File: src/rtl/core/lmslr_pkg.sv
`timescale 1ns / 1ps
// ----------------------------------------------------------------------------
// lmslr_pkg
// Shared widths, constants and types for the LMS regression update core.
// ----------------------------------------------------------------------------
package lmslr_pkg;

    localparam int TAPS     = 3;
    localparam int SMP_W    = 16;                  // sample / target, Q3.12
    localparam int WGT_W    = 32;                  // weight, Q7.24
    localparam int STEP_W   = 16;                  // step size, unsigned Q0.16
    localparam int ERR_W    = SMP_W + 1;           // error, Q4.12
    localparam int PROD_W   = WGT_W + SMP_W;       // weight * sample
    localparam int ACC_W    = PROD_W + $clog2(TAPS + 1);
    localparam int SE_W     = 2 * ERR_W;           // step * error
    localparam int DPROD_W  = SE_W + SMP_W;        // step * error * sample
    localparam int PRED_SH  = 24;                  // Q.36 -> Q.12
    localparam int DELTA_SH = 16;                  // Q.40 -> Q.24
    localparam int DELTA_W  = DPROD_W - DELTA_SH;
    localparam int NW_W     = DELTA_W + 1;
    localparam int CNT_W    = $clog2(TAPS + 1);

    localparam logic [STEP_W-1:0] STEP_RESET = STEP_W'(655);

    // Per-cycle commands from the sequencer to every cell.
    typedef struct packed {
        logic load;     // capture the sample of a new transfer
        logic prod;     // form weight * sample
        logic mul;      // form step * error * sample
        logic upd;      // commit the new weight
    } t_cell_ctrl;

endpackage

File: src/rtl/core/lmslr_cell.sv
`timescale 1ns / 1ps
// ----------------------------------------------------------------------------
// lmslr_cell
// One tap: holds a weight and its sample, adds its product to the partial
// sum passed along the chain, and applies the delta-rule weight update.
// ----------------------------------------------------------------------------
module lmslr_cell (
    input  logic                                 i_clk,
    input  logic                                 i_rst_n,
    input  lmslr_pkg::t_cell_ctrl                i_ctrl,
    input  logic signed [lmslr_pkg::SMP_W-1:0]   i_sample,
    input  logic signed [lmslr_pkg::ACC_W-1:0]   i_psum,
    output logic signed [lmslr_pkg::ACC_W-1:0]   o_psum,
    input  logic signed [lmslr_pkg::SE_W-1:0]    i_se,
    output logic signed [lmslr_pkg::WGT_W-1:0]   o_weight,
    output logic signed [lmslr_pkg::WGT_W-1:0]   o_weight_next
);

    localparam logic signed [lmslr_pkg::NW_W-1:0] WMAX =
        lmslr_pkg::NW_W'({1'b0, {(lmslr_pkg::WGT_W-1){1'b1}}});
    localparam logic signed [lmslr_pkg::NW_W-1:0] WMIN = -WMAX - 1;
    localparam logic signed [lmslr_pkg::DPROD_W-1:0] RND =
        lmslr_pkg::DPROD_W'(1) <<< (lmslr_pkg::DELTA_SH - 1);

    logic signed [lmslr_pkg::WGT_W-1:0]   r_weight;
    logic signed [lmslr_pkg::SMP_W-1:0]   r_sample;
    logic signed [lmslr_pkg::PROD_W-1:0]  r_prod;
    logic signed [lmslr_pkg::ACC_W-1:0]   r_psum;
    logic signed [lmslr_pkg::DPROD_W-1:0] r_dprod;

    logic signed [lmslr_pkg::DPROD_W-1:0] s_rnd;
    logic signed [lmslr_pkg::DELTA_W-1:0] s_delta;
    logic signed [lmslr_pkg::NW_W-1:0]    s_sum;
    logic signed [lmslr_pkg::WGT_W-1:0]   n_weight;

    always_ff @(posedge i_clk) begin
        if (!i_rst_n) begin
            r_weight <= '0;
        end else if (i_ctrl.upd) begin
            r_weight <= n_weight;
        end
    end

    always_ff @(posedge i_clk) begin
        if (i_ctrl.load) begin
            r_sample <= i_sample;
        end
        if (i_ctrl.prod) begin
            r_prod <= lmslr_pkg::PROD_W'(r_weight) * lmslr_pkg::PROD_W'(r_sample);
        end
        if (i_ctrl.mul) begin
            r_dprod <= lmslr_pkg::DPROD_W'(i_se) * lmslr_pkg::DPROD_W'(r_sample);
        end
        // pass the partial sum on every cycle; it settles one cell per cycle
        r_psum <= i_psum + lmslr_pkg::ACC_W'(r_prod);
    end

    always_comb begin
        s_rnd   = r_dprod + RND;
        s_delta = s_rnd[lmslr_pkg::DPROD_W-1:lmslr_pkg::DELTA_SH];
        s_sum   = lmslr_pkg::NW_W'(r_weight) + lmslr_pkg::NW_W'(s_delta);
        if (s_sum > WMAX) begin
            n_weight = WMAX[lmslr_pkg::WGT_W-1:0];
        end else if (s_sum < WMIN) begin
            n_weight = WMIN[lmslr_pkg::WGT_W-1:0];
        end else begin
            n_weight = s_sum[lmslr_pkg::WGT_W-1:0];
        end
    end

    assign o_psum        = r_psum;
    assign o_weight      = r_weight;
    assign o_weight_next = n_weight;

endmodule

File: config.mk
export PLATFORM = sky130hd
export DESIGN_NAME = lmslr_cell
export DESIGN_NICKNAME = d
export VERILOG_FILES = /design/src/rtl/core/lmslr_pkg.sv /design/src/rtl/core/lmslr_cell.sv
export SDC_FILE = /design/constraint.sdc
export NUM_CORES = 2
export LEC_CHECK = 0
export BUFFER_PORTS_ARGS = -buffer_cell sky130_fd_sc_hd__buf_4
export CORE_ASPECT_RATIO = 0.5
export CORE_MARGIN = 8
export CORE_UTILIZATION = 50
export DETAILED_ROUTE_END_ITERATION = 12
export PLACE_DENSITY = 0.65
export RECOVER_POWER = 50
export SYNTH_ARGS = -nofsm -noshare
export SYNTH_HDL_FRONTEND = slang
export SYNTH_SLANG_ARGS = --single-unit
File: constraint.sdc
create_clock -name i_clk -period 8.5 [get_ports i_clk]
set_input_delay 0.425 -clock i_clk [delete_from_list [all_inputs] [get_ports i_clk]]
set_output_delay 0.425 -clock i_clk [all_outputs]
set_load 0.05 [all_outputs]
## Word-level counts from Yosys, hierarchy flattened

Cells that the tools add are included.

| cells by class | value |
|---|---|
| magnitude comparators | 2 |
| shift operators | 0 |
| equal/unequal tests | 0 |
| multiplexer cells | 2 |
| $add $sub $neg | 3 |
| div/mod/pow operators | 0 |
| multipliers | 2 |
| reductions and logical operators | 0 |
| bitwise operators | 0 |

Operators by type and width:

| cell | number |
|---|---|
| $mux 32 | 2 |
| $add 50x17->50 const B | 1 |
| $add 50x48->50 | 1 |
| $mul 34x16->50 | 1 |
| $mul 32x16->48 | 1 |
| $add 32x34->35 | 1 |
| $gt 35x32->1 const B | 1 |
| $lt 35x32->1 const B | 1 |

| word-level totals | value |
|---|---|
| bits in writable memories | 0 |
| flip-flop bits (word level) | 196 |
| input port bits | 106 |
| output and inout bits | 114 |
| bits in latches | 0 |
| word-level logic and storage cells | 14 |
| bits in read-only memories | 0 |
| memories kept | 0 |

## Depth between registers and ports, before layout

| depth | value |
|---|---|
| word-level depth | 5 |
| mapped depth | 26 |
| mapped depth without buffers | 25 |

## Worst setup path before layout

Ideal clock, no wire load.

| timing path | value |
|---|---|
| path kind | register -> register |
| start point | register r_weight (netlist bit o_weight[18]) |
| end point | register r_prod[46] (netlist bit) (data pin) |
| arrival | 6.447 ns |
| clock period less this slack | 6.704 ns |
| stages on the path, launching flop included | 23 |
| data required time | 8.242 ns |
| slack | 1.796 ns |
| setup time | 0.258 ns |
| buffers on the path | 1 |
| cell sequence | dfxtp_1 clkbuf_1 nand2_1 fa_1 fa_1 fa_1 inv_1 fa_1 fa_1 inv_1 fa_1 inv_1 ha_1 a21o_1 a21o_1 a21oi_1 nor2_1 a2111oi_1 nand4_1 a31oi_1 o2111ai_1 a21oi_1 xnor2_1 |

| on the way | value |
|---|---|
| cells in the longest elaborated chain, start to end | 1 |

RTL lines:

| what | line | RTL |
|---|---|---|
| from (decl) | lmslr_cell.sv:25 | `logic signed [lmslr_pkg::WGT_W-1:0] r_weight;` |
| from (signal assigned) | lmslr_cell.sv:40 | `r_weight <= n_weight;` |
| $mul 32x16->48 | lmslr_cell.sv:49 | `r_prod <= lmslr_pkg::PROD_W'(r_weight) * lmslr_pkg::PROD_W'(r_sample);` |
| to (signal assigned) | lmslr_cell.sv:49 |  |
| to (decl) | lmslr_cell.sv:27 | `logic signed [lmslr_pkg::PROD_W-1:0] r_prod;` |

Every way passes these cells.
A chain may end at the register's enable or synchronous reset.

## Worst setup path in the final report

| timing path | value |
|---|---|
| start point | register r_sample[9] (netlist bit) |
| end point | register r_dprod[39] (netlist bit) (data pin) |

| on the way | value |
|---|---|
| cells in the longest elaborated chain, start to end | 1 |

RTL lines:

| what | line | RTL |
|---|---|---|
| from (decl) | lmslr_cell.sv:26 | `logic signed [lmslr_pkg::SMP_W-1:0] r_sample;` |
| from (signal assigned) | lmslr_cell.sv:46 | `r_sample <= i_sample;` |
| $mul 34x16->50 | lmslr_cell.sv:52 | `r_dprod <= lmslr_pkg::DPROD_W'(i_se) * lmslr_pkg::DPROD_W'(r_sample);` |
| to (signal assigned) | lmslr_cell.sv:52 |  |
| to (decl) | lmslr_cell.sv:29 | `logic signed [lmslr_pkg::DPROD_W-1:0] r_dprod;` |

Every way passes these cells.

==> metrics <==
Sequential Area=4610 sq um; number of synthesized register bits=181; post-route ant nets=0; RSZ-0062 raised after global routing=no; initial antenna violation count=2; GRT Util Overall=0.258; final-layout fill cell count=8659; total routed wirelength=127 mm; Setup crit end kind=register; Max Freq=0.126 GHz; post-synth cell types=85; hold wc startpoint=i_sample[14]; Worst path most repeated cell=fa_1; critical path's slowest cell=edfxtp_1; outcome=finished, violations left; DR vias/cell=5.34; core area=92300 sq um; clk_skew=0.0254 ns; max cap viols=3; Ys Warns=0; CTS H-tree lvls=4; root buf cell=clkbuf_16; CP arrival=8.19 ns; CTS max path bufs=2; Clock Sinks=181; Final Hold Fails=0; post-cts sizing count=0; clk_lat worst skew=0.52 ns; DRC=0; share of cells above drive strength 1=0.0585; Worst path max stage delay=1.08 ns; CTS tree=done; Post-synth EDFFs=99; Row Count=79; final design utilization=0.537; Worst Setup Start Kind=register; DIE AREA=103000 sq um; top_reg_cell synth=edfxtp_1; Final setup viols=0; Hold WC Path Type=in2reg; fin crit period=7.95 ns; IO Port Bufs=219; CP startpoint=r_sample[9]; Synth top area share=0.433; Initial Util=0.501; Boundary Pins=220; sequential area share after synthesis=0.0998; CP cell instances=buf_4 > nand2_1 > fa_1 > inv_1 > fa_1 > ha_1 > fa_1 > fa_1 > inv_1 > fa_1 > inv_1 > ha_1 > a211oi_1 > nand3_1 > a31oi_1 > a211oi_1 > o21ai_0 > a21oi_1 > nor3_1 > nor2_1 > a2111oi_0 > xnor2_1; Reg clk slew, reported paths=0.09 ns; failing checks=capacitance limit, slew limit; leading area contributor after synthesis=fa_1; drt pass-1 iters=9; worst-path fanout max=13; Synth area leaders=fa_1 (43%), inv_1 (9.4%), ha_1 (8.5%); reg2reg start=r_sample[9]; Die Y=231 um; CP Class=reg2reg; largest net degree at the start of global routing=67; Die W=446 um; first-pass GRT wire length=209 mm; Avg Cell Area, Syn=9.09 sq um; Final Max Tran Viols=102; Multi-input gate area=36400 sq um; Final Cycle Share=0.935; Num CTS Buffers=17; asr flop ratio synth=0; Crit path required time=8.75 ns; Cells after Synth=5087; GP Congestion=0.933; HPWL after DPL=102 mm; Synth Cell Area=46200 sq um; setup TNS=0 ns; GR Overflow Total=0; Iteration-0 DRC Markers=2872; Relative slew margins=-0.893; Mapped Nets=6507; DR WL/cell=19.7 um; Tightest Pin Transition=2.84 ns; DR vias=34500; P&R area growth vs syn=7.23%; Final #Nets=6602; vias in the first global route=37300
==> layout by cell type (no fill, tap or decap), drive strengths merged, types with 19 or more instances in the layout <==
master	n
o21ai	107
fa	1001
edfxtp	99
nor2	131
xor2	57
nor3	19
and2	422
o21a	30
clkbuf	108
nand3	42
and3	20
ha	313
nand4	40
nand2b	22
o21bai	20
inv	1168
a21o	94
a21oi	182
xnor2	147
dfxtp	82
nand2	721
buf	203
==> metal layers <==
metal  track usage  part of all wire  up-vias
li1              -                 -    15500
met1         0.394              0.48    17400
met2         0.364              0.40     1423
met3        0.0766              0.11      111
met4        0.0443             0.016        2
met5       0.00607           0.00070        -
==> critical path: cells and delay by family (launching register included) <==
kind                       cells  cell delay [ns]
DFF                            1             1.08
buffers and inverters          4             0.42
and+or+nand+nor                4             0.94
AOI/OAI and AO/OA              6             2.20
adders and majority gates      7             2.93
xor gates and xnor gates       1             0.11
==> layout make-up <==
class	instances	share of cell area
multi-input cells	3530	0.735
clock buffers	18	0.00865
repair buffers	293	0.0415
flip-flops and latches	181	0.0931
well taps	1255	0.0317
inverters	1159	0.0877
clock inverters	14	0.00275
diodes	1	0.0000505
==> state kept, by name, summed over array words and instances, names as in the netlist <==
name      flops
o_psum       50
o_weight     32
r_dprod      35
r_prod       48
r_sample     16
==> Yosys cell counts, drive strengths merged, types with 3 or more instances <==
master   number
and3         20
o31a          3
o221ai        4
a21oi       182
or3           6
a211o         3
and4          5
a21o         94
buf          14
fa         1001
nand3        42
a31oi        16
o22ai         3
o211ai       17
nor2b        15
or2           3
edfxtp       99
a31o          5
a2111oi       5
o21ai       107
xnor2       147
o2111ai       4
dfxtp        82
nor4          3
o31ai        11
a221o         6
nor3         19
clkbuf      203
nor2        131
and2        422
nand2       721
o21a         30
a41oi         3
a211oi       13
ha          313
o21bai       20
a311oi        6
nand2b       22
nand4        40
inv        1159
xor2         57
==> cell families after synthesis <==
logic type      Yosys count  synth area share
simple gates           1459             0.151
fa+ha+maj              1314             0.518
xor+xnor                204            0.0388
flops                   181            0.0998
compound gates          552            0.0801
buf+inv                1376             0.112
mux                       1          0.000216
==> final timing paths <==
path,endpoint,slack (ns),cells after the start
max,r_dprod[39],0.55,22
min reg2reg,o_psum[0],0.47,1
min,r_sample[14],0.10,1
max reg2reg,r_dprod[39],0.55,22
==> timing repair <==
item	in CTS	in global routing
setup buffers	0	1
setup endpoints to repair	0	1
hold buffers	0	0
==> stage by stage <==
step	instance area [sq um]	setup WS, ns	hold WS (ns)	instances
after floorplan	46200	1.80	0.437	5087
final	49600	0.552	0.105	6451
after global routing	49600	0.242	0.0692	6451
after CTS	49900	0.653	0.0459	6449
after detailed placement	49300	0.653	0.457	6417
after global placement	49300	0.861	0.445	6417
Power is not shown: default switching activity piles up to over one toggle a cycle in this logic, so the estimate is an artifact.
